### config.mk
export PLATFORM = sky130hd
export DESIGN_NAME = match_bit_position_scanner
export DESIGN_NICKNAME = d
export VERILOG_FILES = /design/src/design/mbps_pkg.sv /design/src/design/mbps_front.sv /design/src/design/mbps_fifo.sv /design/src/design/mbps_back.sv /design/src/design/match_bit_position_scanner.sv
export SDC_FILE = /design/constraint.sdc
export NUM_CORES = 1
export LEC_CHECK = 0
export BUFFER_PORTS_ARGS = -buffer_cell sky130_fd_sc_hd__buf_2
export CAP_MARGIN = 10
export CORE_UTILIZATION = 65
export DETAILED_ROUTE_END_ITERATION = 8
export PLACE_DENSITY = 0.84
export REMOVE_ABC_BUFFERS = 1
export SYNTH_ARGS = -nofsm -noshare
export SYNTH_HDL_FRONTEND = slang
export SYNTH_SLANG_ARGS = --single-unit
### constraint.sdc
create_clock -name clock -period 35.1 [get_ports clock]
set_input_delay 5.265 -clock clock [delete_from_list [all_inputs] [get_ports clock]]
set_output_delay 5.265 -clock clock [all_outputs]
set_load 0.02 [all_outputs]
### src/design/mbps_pkg.sv
// Shared constants and types for the match bit position scanner.
package mbps_pkg;

   localparam int WORD_BITS_DEFAULT   = 64;
   localparam int MAX_STREAMS_DEFAULT = 16;

   localparam int DATA_W      = 64;
   localparam int SIDX_W      = 4;
   localparam int CNT_W       = 5;
   localparam int BIT_IDX_W   = 6;
   localparam int RSP_TDATA_W = 72;
   localparam int QUEUE_DEPTH = 2;

   localparam logic [CNT_W-1:0] STREAM_COUNT_RESET = CNT_W'(1);

   typedef struct packed {
      logic [DATA_W-1:0] word;
      logic [DATA_W-1:0] base;
      logic [SIDX_W-1:0] sidx;
   } qentry_type;

endpackage

### src/design/mbps_front.sv
// Front end: accepts match words, tags them with stream and column base, queues nonzero words.
module mbps_front
   import mbps_pkg::*;
#(
   parameter int WORD_BITS   = WORD_BITS_DEFAULT,
   parameter int MAX_STREAMS = MAX_STREAMS_DEFAULT
) (
   input  logic              clock,
   input  logic              reset,
   input  logic [CNT_W-1:0]  stream_count,
   input  logic              req_tvalid,
   output logic              req_tready,
   input  logic [DATA_W-1:0] req_tdata,
   input  logic              q_full,
   output logic              q_push,
   output qentry_type        q_push_data
);

   localparam int STREAM_CAP = (MAX_STREAMS < 16) ? MAX_STREAMS : 16;
   localparam logic [DATA_W-1:0] WORD_MASK =
      (WORD_BITS >= DATA_W) ? {DATA_W{1'b1}} : ((DATA_W'(1) << WORD_BITS) - DATA_W'(1));

   logic [SIDX_W-1:0] stream_counter_ff, stream_counter_in;
   logic [DATA_W-1:0] column_base_ff, column_base_in;
   logic [CNT_W-1:0]  eff_streams;
   logic [CNT_W-1:0]  next_count;
   logic              req_fire;
   logic              wrap;
   logic [DATA_W-1:0] masked_word;

   assign req_tready  = !q_full;
   assign req_fire    = req_tvalid && req_tready;
   assign masked_word = req_tdata & WORD_MASK;

   always_comb begin
      if (stream_count == '0) begin
         eff_streams = CNT_W'(1);
      end else if (stream_count > CNT_W'(STREAM_CAP)) begin
         eff_streams = CNT_W'(STREAM_CAP);
      end else begin
         eff_streams = stream_count;
      end
   end

   assign next_count = {1'b0, stream_counter_ff} + CNT_W'(1);
   assign wrap       = next_count >= eff_streams;

   always_comb begin
      stream_counter_in = stream_counter_ff;
      column_base_in    = column_base_ff;
      if (req_fire) begin
         if (wrap) begin
            stream_counter_in = '0;
            column_base_in    = column_base_ff + DATA_W'(WORD_BITS);
         end else begin
            stream_counter_in = next_count[SIDX_W-1:0];
         end
      end
   end

   always_ff @(posedge clock) begin
      if (reset) begin
         stream_counter_ff <= '0;
         column_base_ff    <= '0;
      end else begin
         stream_counter_ff <= stream_counter_in;
         column_base_ff    <= column_base_in;
      end
   end

   // empty words only advance the stream and column
   assign q_push           = req_fire && (masked_word != '0);
   assign q_push_data.word = masked_word;
   assign q_push_data.base = column_base_ff;
   assign q_push_data.sidx = stream_counter_ff;

   a_base_advance: assert property (@(posedge clock) disable iff (reset)
      (req_fire && wrap) |=> column_base_ff == $past(column_base_ff) + DATA_W'(WORD_BITS))
      else $error("column base did not advance at end of column");

endmodule

### src/design/mbps_fifo.sv
// Short word queue between front and back end.
module mbps_fifo
   import mbps_pkg::*;
(
   input  logic       clock,
   input  logic       reset,
   input  logic       push,
   input  qentry_type push_data,
   output logic       full,
   input  logic       pop,
   output logic       q_valid,
   output qentry_type q_data
);

   localparam int PTR_W = (QUEUE_DEPTH > 1) ? $clog2(QUEUE_DEPTH) : 1;
   localparam int CNT_QW = $clog2(QUEUE_DEPTH + 1);

   qentry_type          entry_ff [QUEUE_DEPTH];
   logic [PTR_W-1:0]    wr_ptr_ff, wr_ptr_in;
   logic [PTR_W-1:0]    rd_ptr_ff, rd_ptr_in;
   logic [CNT_QW-1:0]   count_ff, count_in;

   assign full    = count_ff == CNT_QW'(QUEUE_DEPTH);
   assign q_valid = count_ff != '0;
   assign q_data  = entry_ff[rd_ptr_ff];

   always_comb begin
      wr_ptr_in = wr_ptr_ff;
      rd_ptr_in = rd_ptr_ff;
      count_in  = count_ff;
      if (push) begin
         wr_ptr_in = (wr_ptr_ff == PTR_W'(QUEUE_DEPTH - 1)) ? '0 : wr_ptr_ff + PTR_W'(1);
      end
      if (pop) begin
         rd_ptr_in = (rd_ptr_ff == PTR_W'(QUEUE_DEPTH - 1)) ? '0 : rd_ptr_ff + PTR_W'(1);
      end
      if (push && !pop) begin
         count_in = count_ff + CNT_QW'(1);
      end else if (pop && !push) begin
         count_in = count_ff - CNT_QW'(1);
      end
   end

   always_ff @(posedge clock) begin
      if (reset) begin
         wr_ptr_ff <= '0;
         rd_ptr_ff <= '0;
         count_ff  <= '0;
      end else begin
         wr_ptr_ff <= wr_ptr_in;
         rd_ptr_ff <= rd_ptr_in;
         count_ff  <= count_in;
      end
   end

   always_ff @(posedge clock) begin
      if (push) begin
         entry_ff[wr_ptr_ff] <= push_data;
      end
   end

   a_no_overflow: assert property (@(posedge clock) disable iff (reset)
      !(push && full))
      else $error("push into full queue");

   a_no_underflow: assert property (@(posedge clock) disable iff (reset)
      pop |-> q_valid)
      else $error("pop from empty queue");

endmodule

### src/design/mbps_back.sv
// Back end: scans queued words lowest set bit first and emits one position per cycle while the output is not stalled.
module mbps_back
   import mbps_pkg::*;
(
   input  logic                   clock,
   input  logic                   reset,
   input  logic                   q_valid,
   input  qentry_type             q_data,
   output logic                   q_pop,
   output logic                   rsp_tvalid,
   input  logic                   rsp_tready,
   output logic [RSP_TDATA_W-1:0] rsp_tdata,
   output logic                   rsp_tlast
);

   // scan register
   logic              busy_ff, busy_in;
   logic [DATA_W-1:0] cur_ff, cur_in;
   logic [DATA_W-1:0] cur_base_ff;
   logic [SIDX_W-1:0] cur_sidx_ff;

   // bit index stage
   logic                 a_valid_ff, a_valid_in;
   logic [BIT_IDX_W-1:0] a_idx_ff;
   logic [DATA_W-1:0]    a_base_ff;
   logic [SIDX_W-1:0]    a_sidx_ff;
   logic                 a_last_ff;

   // output register
   logic              b_valid_ff, b_valid_in;
   logic [DATA_W-1:0] b_pos_ff;
   logic [SIDX_W-1:0] b_sidx_ff;
   logic              b_last_ff;

   logic                 b_free, a_free;
   logic                 scan_fire, scan_last;
   logic [DATA_W-1:0]    dec_word, low_bit, next_word;
   logic [BIT_IDX_W-1:0] low_idx;

   assign b_free    = !b_valid_ff || rsp_tready;
   assign a_free    = !a_valid_ff || b_free;
   assign scan_fire = busy_ff && a_free;

   assign dec_word  = cur_ff - DATA_W'(1);
   assign low_bit   = cur_ff & ~dec_word;
   assign next_word = cur_ff & dec_word;
   assign scan_last = next_word == '0;

   always_comb begin
      low_idx = '0;
      for (int i = 0; i < DATA_W; i++) begin
         low_idx = low_idx | (low_bit[i] ? BIT_IDX_W'(i) : '0);
      end
   end

   assign q_pop = q_valid && (!busy_ff || (scan_fire && scan_last));

   always_comb begin
      busy_in = busy_ff;
      cur_in  = cur_ff;
      if (q_pop) begin
         busy_in = 1'b1;
         cur_in  = q_data.word;
      end else if (scan_fire) begin
         busy_in = !scan_last;
         cur_in  = next_word;
      end
   end

   assign a_valid_in = a_free ? scan_fire : a_valid_ff;
   assign b_valid_in = b_free ? a_valid_ff : b_valid_ff;

   always_ff @(posedge clock) begin
      if (reset) begin
         busy_ff    <= 1'b0;
         a_valid_ff <= 1'b0;
         b_valid_ff <= 1'b0;
      end else begin
         busy_ff    <= busy_in;
         a_valid_ff <= a_valid_in;
         b_valid_ff <= b_valid_in;
      end
   end

   always_ff @(posedge clock) begin
      cur_ff <= cur_in;
      if (q_pop) begin
         cur_base_ff <= q_data.base;
         cur_sidx_ff <= q_data.sidx;
      end
      if (scan_fire) begin
         a_idx_ff  <= low_idx;
         a_base_ff <= cur_base_ff;
         a_sidx_ff <= cur_sidx_ff;
         a_last_ff <= scan_last;
      end
      if (a_valid_ff && b_free) begin
         b_pos_ff  <= a_base_ff + DATA_W'(a_idx_ff);
         b_sidx_ff <= a_sidx_ff;
         b_last_ff <= a_last_ff;
      end
   end

   assign rsp_tvalid = b_valid_ff;
   assign rsp_tdata  = {{(RSP_TDATA_W - DATA_W - SIDX_W){1'b0}}, b_sidx_ff, b_pos_ff};
   assign rsp_tlast  = b_last_ff;

   a_busy_nonzero: assert property (@(posedge clock) disable iff (reset)
      busy_ff |-> cur_ff != '0)
      else $error("scanner busy on empty word");

   a_one_bit_cleared: assert property (@(posedge clock) disable iff (reset)
      (scan_fire && !q_pop) |=> $countones(cur_ff) == $countones($past(cur_ff)) - 1)
      else $error("scan step did not clear exactly one bit");

endmodule

### src/design/match_bit_position_scanner.sv
// Match bit position scanner top level: config register, front end, queue, back end.
// The first position of a word passes through the word queue, scan register, bit index stage and output register.
// Throughput: one position per cycle from the back-end scan loop while the output is not stalled; a word
// holds the scanner until each of its set bits is scanned, and empty words are absorbed by the front end.
// Input stalls when the two-entry word queue is full.
// Synchronous active-high reset: stream count 1, column base and stream counter zero.
module match_bit_position_scanner
   import mbps_pkg::*;
#(
   parameter int WORD_BITS   = WORD_BITS_DEFAULT,
   parameter int MAX_STREAMS = MAX_STREAMS_DEFAULT
) (
   input  logic                   clock,
   input  logic                   reset,
   input  logic                   csr_wr_en,
   input  logic [CNT_W-1:0]       csr_wr_data,  // stream_count
   input  logic                   req_tvalid,
   output logic                   req_tready,
   input  logic [DATA_W-1:0]      req_tdata,    // [63:0] match_word
   output logic                   rsp_tvalid,
   input  logic                   rsp_tready,
   output logic [RSP_TDATA_W-1:0] rsp_tdata,    // [63:0] match_position, [67:64] stream_index
   output logic                   rsp_tlast     // last_of_word
);

   logic [CNT_W-1:0] stream_count_ff;
   logic             q_full, q_push, q_pop, q_valid;
   qentry_type       q_push_data, q_data;

   always_ff @(posedge clock) begin
      if (reset) begin
         stream_count_ff <= STREAM_COUNT_RESET;
      end else if (csr_wr_en) begin
         stream_count_ff <= csr_wr_data;
      end
   end

   mbps_front #(
      .WORD_BITS   (WORD_BITS),
      .MAX_STREAMS (MAX_STREAMS)
   ) u_front (
      .clock        (clock),
      .reset        (reset),
      .stream_count (stream_count_ff),
      .req_tvalid   (req_tvalid),
      .req_tready   (req_tready),
      .req_tdata    (req_tdata),
      .q_full       (q_full),
      .q_push       (q_push),
      .q_push_data  (q_push_data)
   );

   mbps_fifo u_fifo (
      .clock     (clock),
      .reset     (reset),
      .push      (q_push),
      .push_data (q_push_data),
      .full      (q_full),
      .pop       (q_pop),
      .q_valid   (q_valid),
      .q_data    (q_data)
   );

   mbps_back u_back (
      .clock      (clock),
      .reset      (reset),
      .q_valid    (q_valid),
      .q_data     (q_data),
      .q_pop      (q_pop),
      .rsp_tvalid (rsp_tvalid),
      .rsp_tready (rsp_tready),
      .rsp_tdata  (rsp_tdata),
      .rsp_tlast  (rsp_tlast)
   );

endmodule

Word level (Yosys, flattened, before mapping)
Memories as Yosys holds them, arrays and structs flattened. A register that Yosys moved wholly into a read port is not among the register bits.
Index checks and enable logic that the tools add are counted.
W data, S select, Z words.

word-level totals
  memories kept = 1
  logic and storage cells = 199
  register bits after elaboration = 356
  output and inout bits = 75
  input bits = 74
  memory bits (writable) = 264

operators by class
  $lt $le $gt $ge = 2
  bitwise operators = 65
  muxes and demuxes = 78
  $add $sub $neg = 8
  equality and inequality tests = 1
  reduce and logical (&&, ||, !) cells = 25

memories
  memory           depth  width  read ports  clocked after Yosys merged registers in  write ports  line             RTL
  u_fifo.entry_ff  2      132    1           1                                        1            mbps_fifo.sv:18  qentry_type entry_ff [QUEUE_DEPTH];

operator list
  cell                     count
  $or A6 B6 Y6             62
  $mux W6                  32
  $and A64 B64 Y64         2
  $mux W64                 2
  $mux W5                  18
  $add A64 B6 Y64          1
  $add A64 B7 Y64 const B  1
  $logic_not A64 Y1        1
  $not A64 Y64             1
  $reduce_bool A64 Y1      1
  $sub A64 B1 Y64 const B  1
  $mux W4                  9
  $mux W3                  4
  $mux W1                  9
  $logic_and A1 B1 Y1      8
  $mux W2                  4
  $logic_not A1 Y1         7
  $reduce_bool A2 Y1       3
  $add A4 B1 Y5 const B    1
  $ge A5 B5 Y1             1
  $gt A5 B5 Y1 const B     1
  $logic_not A5 Y1         1
  $logic_or A1 B1 Y1       3
  $add A1 B1 Y1 const B    2
  4 further kinds          4

Depth between registers and ports, before layout
  depth in word-level cells = 66
  gate-level depth with buffers = 17
  depth with buffers taken out = 13

Hierarchy
A second synthesis with hierarchy kept.

unflattened totals
  cells, all modules = 2,085
  area, all modules = 27,759.1 µm²

by module, submodules not included
  module                      area an instance (µm²)  seq. area each (µm²)  cells each  times used
  mbps_back                   13,504.2                8,348.0               1,136       1
  mbps_fifo                   10,063.4                8,027.7               433         1
  mbps_front                  4,007.6                 1,241.2               500         1
  match_bit_position_scanner  183.9                   100.1                 16          1

Worst setup path after synthesis
Ideal clock, no wire load.

  kind = in2reg
  start point = input port req_tdata[31]
  end point = memory u_fifo.entry_ff[0][0] (netlist name), enable pin
  slack = 20.396 ns
  path buffers = 0
  data arrival time = 13.939 ns
  library setup time = 0.765 ns
  required time = 34.335 ns
  cell stages on the path = 4
  cell sequence = nor4_1 > nand4_1 > nor4_1 > nor3_1

on the way
  cells in the longest elaborated chain, start to end = 4

ends and longest elaborated chain
  item                           line                              RTL
  from (decl)                    match_bit_position_scanner.sv:19  input logic [DATA_W-1:0] req_tdata,
  $reduce_bool A64 Y1            mbps_front.sv:72                  assign q_push = req_fire && (masked_word != '0);
  $logic_and A1 B1 Y1            mbps_front.sv:72
  $mux W1                        mbps_fifo.sv:57                   if (push) begin
  $mux W1 (not written as such)  mbps_fifo.sv:58                   entry_ff[wr_ptr_ff] <= push_data;
  to (decl)                      mbps_fifo.sv:18

Every way passes these cells.

Final worst setup path
  start point = input port req_tdata[53]
  end point = memory u_fifo.entry_ff[1][123] (netlist name), enable pin

on the way
  cells in the longest elaborated chain, start to end = 4

ends and longest elaborated chain
  item                           line                              RTL
  $reduce_bool A64 Y1            mbps_front.sv:72
  $logic_and A1 B1 Y1            mbps_front.sv:72
  named net q_push               match_bit_position_scanner.sv:27  logic q_full, q_push, q_pop, q_valid;
  $mux W1                        mbps_fifo.sv:57
  $mux W1 (not written as such)  mbps_fifo.sv:58

The timed path passes the listed nets, and every way through them passes these cells.

==> metrics.cfg <==
[outcome]
run_status = finished, final reports clean

[detailed_routing]
drt_drc_violations_left = 0
met3_routed_wl_um = 3870
postRouteWirelength_um = 51300
drt_pass1_iterations = 5
vias = 13800
avgRoutedWirePerCell_um = 23.2
highest_layer = met4
detail-route-antenna-nets = 0
first_iter_violations = 1347
route.layer.met1.wl_um = 21600
routed-wl-met2_um = 24600
route.detailed.vias_per_inst = 6.27

[clock_tree]
htree_levels = 2
cts-resized-gates = 0
clockRootBuffer = clkbuf_16
clkTransAtPathRegs_ns = 0.06
clk_path_buf_depth = 3
tritoncts = done
cts-hold-fix-buffers = 0
clock_sink_count = 591
buffers_inserted_by_post_cts_timing_repair = 0
tritoncts.num_buffers = 54
clkLatencyLatePin_ns = 0.61

[yosys]
synth_edf_count = 516
post_synth_num_cell_types = 68
ys_dominant_reg_cell = edfxtp_1
synthDominantCellAreaShare_pct = 66.3
post_synth_instance_area_mm2 = 0.0234
synth_largest_area_cell = edfxtp_1
synthesis.yosys.warnings = 0
synth.yosys.seq_area_share_pct = 72.8
syn_inst = 1548
postSynthRegisterBits = 591
synth_async_reset_ratio_pct = 0
synthTopCellsByArea = edfxtp_1 66%, dfxtp_1 6.4%, mux2i_1 5.6%
syn_avg_cell_area_um2 = 15.1

[sta]
hold_violations = 0
tightest_pin_transition_ns = 1.26
rsz0062_at_grt = no
worst_slack_ns = 27.02
maxSlewHeadroom_pct = 16.1
setup_tns_ns = 0
finalSetupViolCount = 0
period_needed_ns = 8.08
min_period_over_period_pct = 23.0
fmax_mhz = 124
final.setup_skew_ns = 0.0446
timing.final.max_slew_violations = 0

[min_path]
timing.hold.worst_endpoint = u_back.b_pos_ff[51]$_DFFE_PP_
worst_hold_start = u_back.a_base_ff[51]$_DFFE_PP_
hp-class = register to register
min_delay_path_depth = 0

[global_route]
global_route_wire_length_before_repair_um = 78100
grt_overflow_total = 0
pin_count_of_the_biggest_net_entering_global_routing = 87
grt_pass1_vias = 13700
grt.total_usage_pct = 28.4
number_of_antenna_violations_at_the_first_check_in_global_routing = 2

[worst_setup_path]
crit_path_max_fanout = 68
critPathKind = primary input to register
timing.rr.end = u_back.cur_ff[58]$_DFFE_PP_
rrSetupSlack_ns = 28.20
worst_ep_arrival_time_ns = 8.26
critPathLaunchType = primary input
cp-end-kind = register
worst_ep_required_time_ns = 35.29
worstRegToRegCells = 11
worstReg2RegStart = u_back.cur_ff[1]$_DFFE_PP_

[power]
p_leak_nw = 8.94
power.total_mw = 2.16
power_density_mw_per_mm2 = 81.8
power.ir.vdd_worst_mv = 0.0727

[layout]
drive_gt1_share_pct = 18.7
mostFrequentLayoutCell = edfxtp_1
areaGrowthSynthToFinish_pct = 13.1
final_area_mm2 = 0.0264
layout_common_cells = 516 x edfxtp_1, 144 x buf_2, 133 x nor2_1, 131 x mux2i_1, 74 x dfxtp_1
final_nets = 1785
finalCoreUtilization_pct = 74.4

[placed_design]
finalWeightedCongestion = 0.969
buffer_ports.inserted = 144
placed_area_mm2 = 0.0245
dp_hpwl_um = 32800
place_ws_ns = 26.48

[floorplanning]
floorplan.die.height_um = 192
floorplan.core_area_mm2 = 0.0355
num_io_pins = 149
floorplan.initialDensity_pct = 65.8
die_x_um = 192
dieArea_mm2 = 0.0367
core.rowCount = 69

[flow_run]
max-cap-violations = 0

worst max path at each step:
stage | from | to | slack (ns) | cells after the start
after floorplan | req_tdata[31] | u_fifo.entry_ff[0][0]$_DFFE_PP_ | 20.40 | 4
after global placement | req_tdata[53] | u_fifo.entry_ff[1][120]$_DFFE_PP_ | 26.54 | 7
after detailed placement | req_tdata[53] | u_fifo.entry_ff[1][49]$_DFFE_PP_ | 26.48 | 7
after CTS | req_tdata[53] | u_fifo.entry_ff[1][123]$_DFFE_PP_ | 27.03 | 7
after global routing | req_tdata[52] | u_fifo.entry_ff[1][123]$_DFFE_PP_ | 26.90 | 7
final | req_tdata[53] | u_fifo.entry_ff[1][123]$_DFFE_PP_ | 27.02 | 7
synth_stat cells, drive strengths merged (7+ instances only):
cell    instances
edfxtp        516
nor2          133
mux2i         131
dfxtp          75
nand2          73
mux2           66
nor4           57
o21ai          46
clkbuf         43
xnor2          43
nor3           38
nand3          36
inv            31
nand4          29
a21oi          27
or3            25
buf            18
o31ai          18
and3           15
or4            15
xor2           10
ha              8
or2             8
a21o            7
a31oi           7
and2            7
o41ai           7
area by class of cell:
type | count | area (um^2)
Sequential cell | 591 | 17000
Fill cell | 2057 | 9080
Multi-Input combinational cell | 868 | 6000
Clock buffer | 70 | 1510
Timing Repair Buffer | 157 | 826
Tap cell | 461 | 577
Clock inverter | 29 | 367
Inverter | 31 | 116
Antenna cell | 1 | 2.50
flip-flops by register name (all words and copies together), names as in the netlist, 5 cells and up, named ones only:
register,count
u_back.a_idx_ff,6
stream_count_ff,5
u_back.b_pos_ff,64
u_front.column_base_ff,58
u_back.cur_base_ff,58
u_back.cur_ff,64
u_back.a_base_ff,58
u_fifo.entry_ff,252
worst max-delay path, stage by stage:
cell and delay (ns):
buf_2 0.11, nor4_1 0.77, nand4_1 0.25, nor4_1 0.57, nor2_1 0.20, and2_4 0.46, buf_4 0.54
routing by layer:
metal  vias to the layer above  GRT usage [%]
li1                       6272              -
met1                      6864           39.7
met2                       617           45.3
met3                        94           5.69
met4                         0           8.70
met5                         -              0
cells by family (layout without fill, tap and decap cells):
family	Yosys count	in the layout	share of synthesized area, %
multiplexers	197	197	8.80
other	1	5	0.0161
buffers and inverters	92	287	1.72
adder cells (fa/ha/maj)	9	9	0.471
AND/OR/NAND/NOR	459	459	10.1
flip-flops	591	591	72.8
AO/OA/AOI/OAI	146	146	4.16
XOR/XNOR	53	53	1.99
stage by stage:
step,std cells,hold slack [ns]
after global placement,2107,0.401
after floorplan,1490,0.400
after detailed placement,2107,0.405
after global routing,2207,0.418
after CTS,2206,0.418
final,2208,0.417
report_power, final:
| group | total [mW] | internal [mW] | switching (mW) |
|---|---|---|---|
| Sequential | 1.12 | 1.00 | 0.116 |
| Clock | 0.610 | 0.357 | 0.253 |
| Combinational | 0.430 | 0.149 | 0.281 |
No activity file was read; power rests on OpenSTA's default activity.
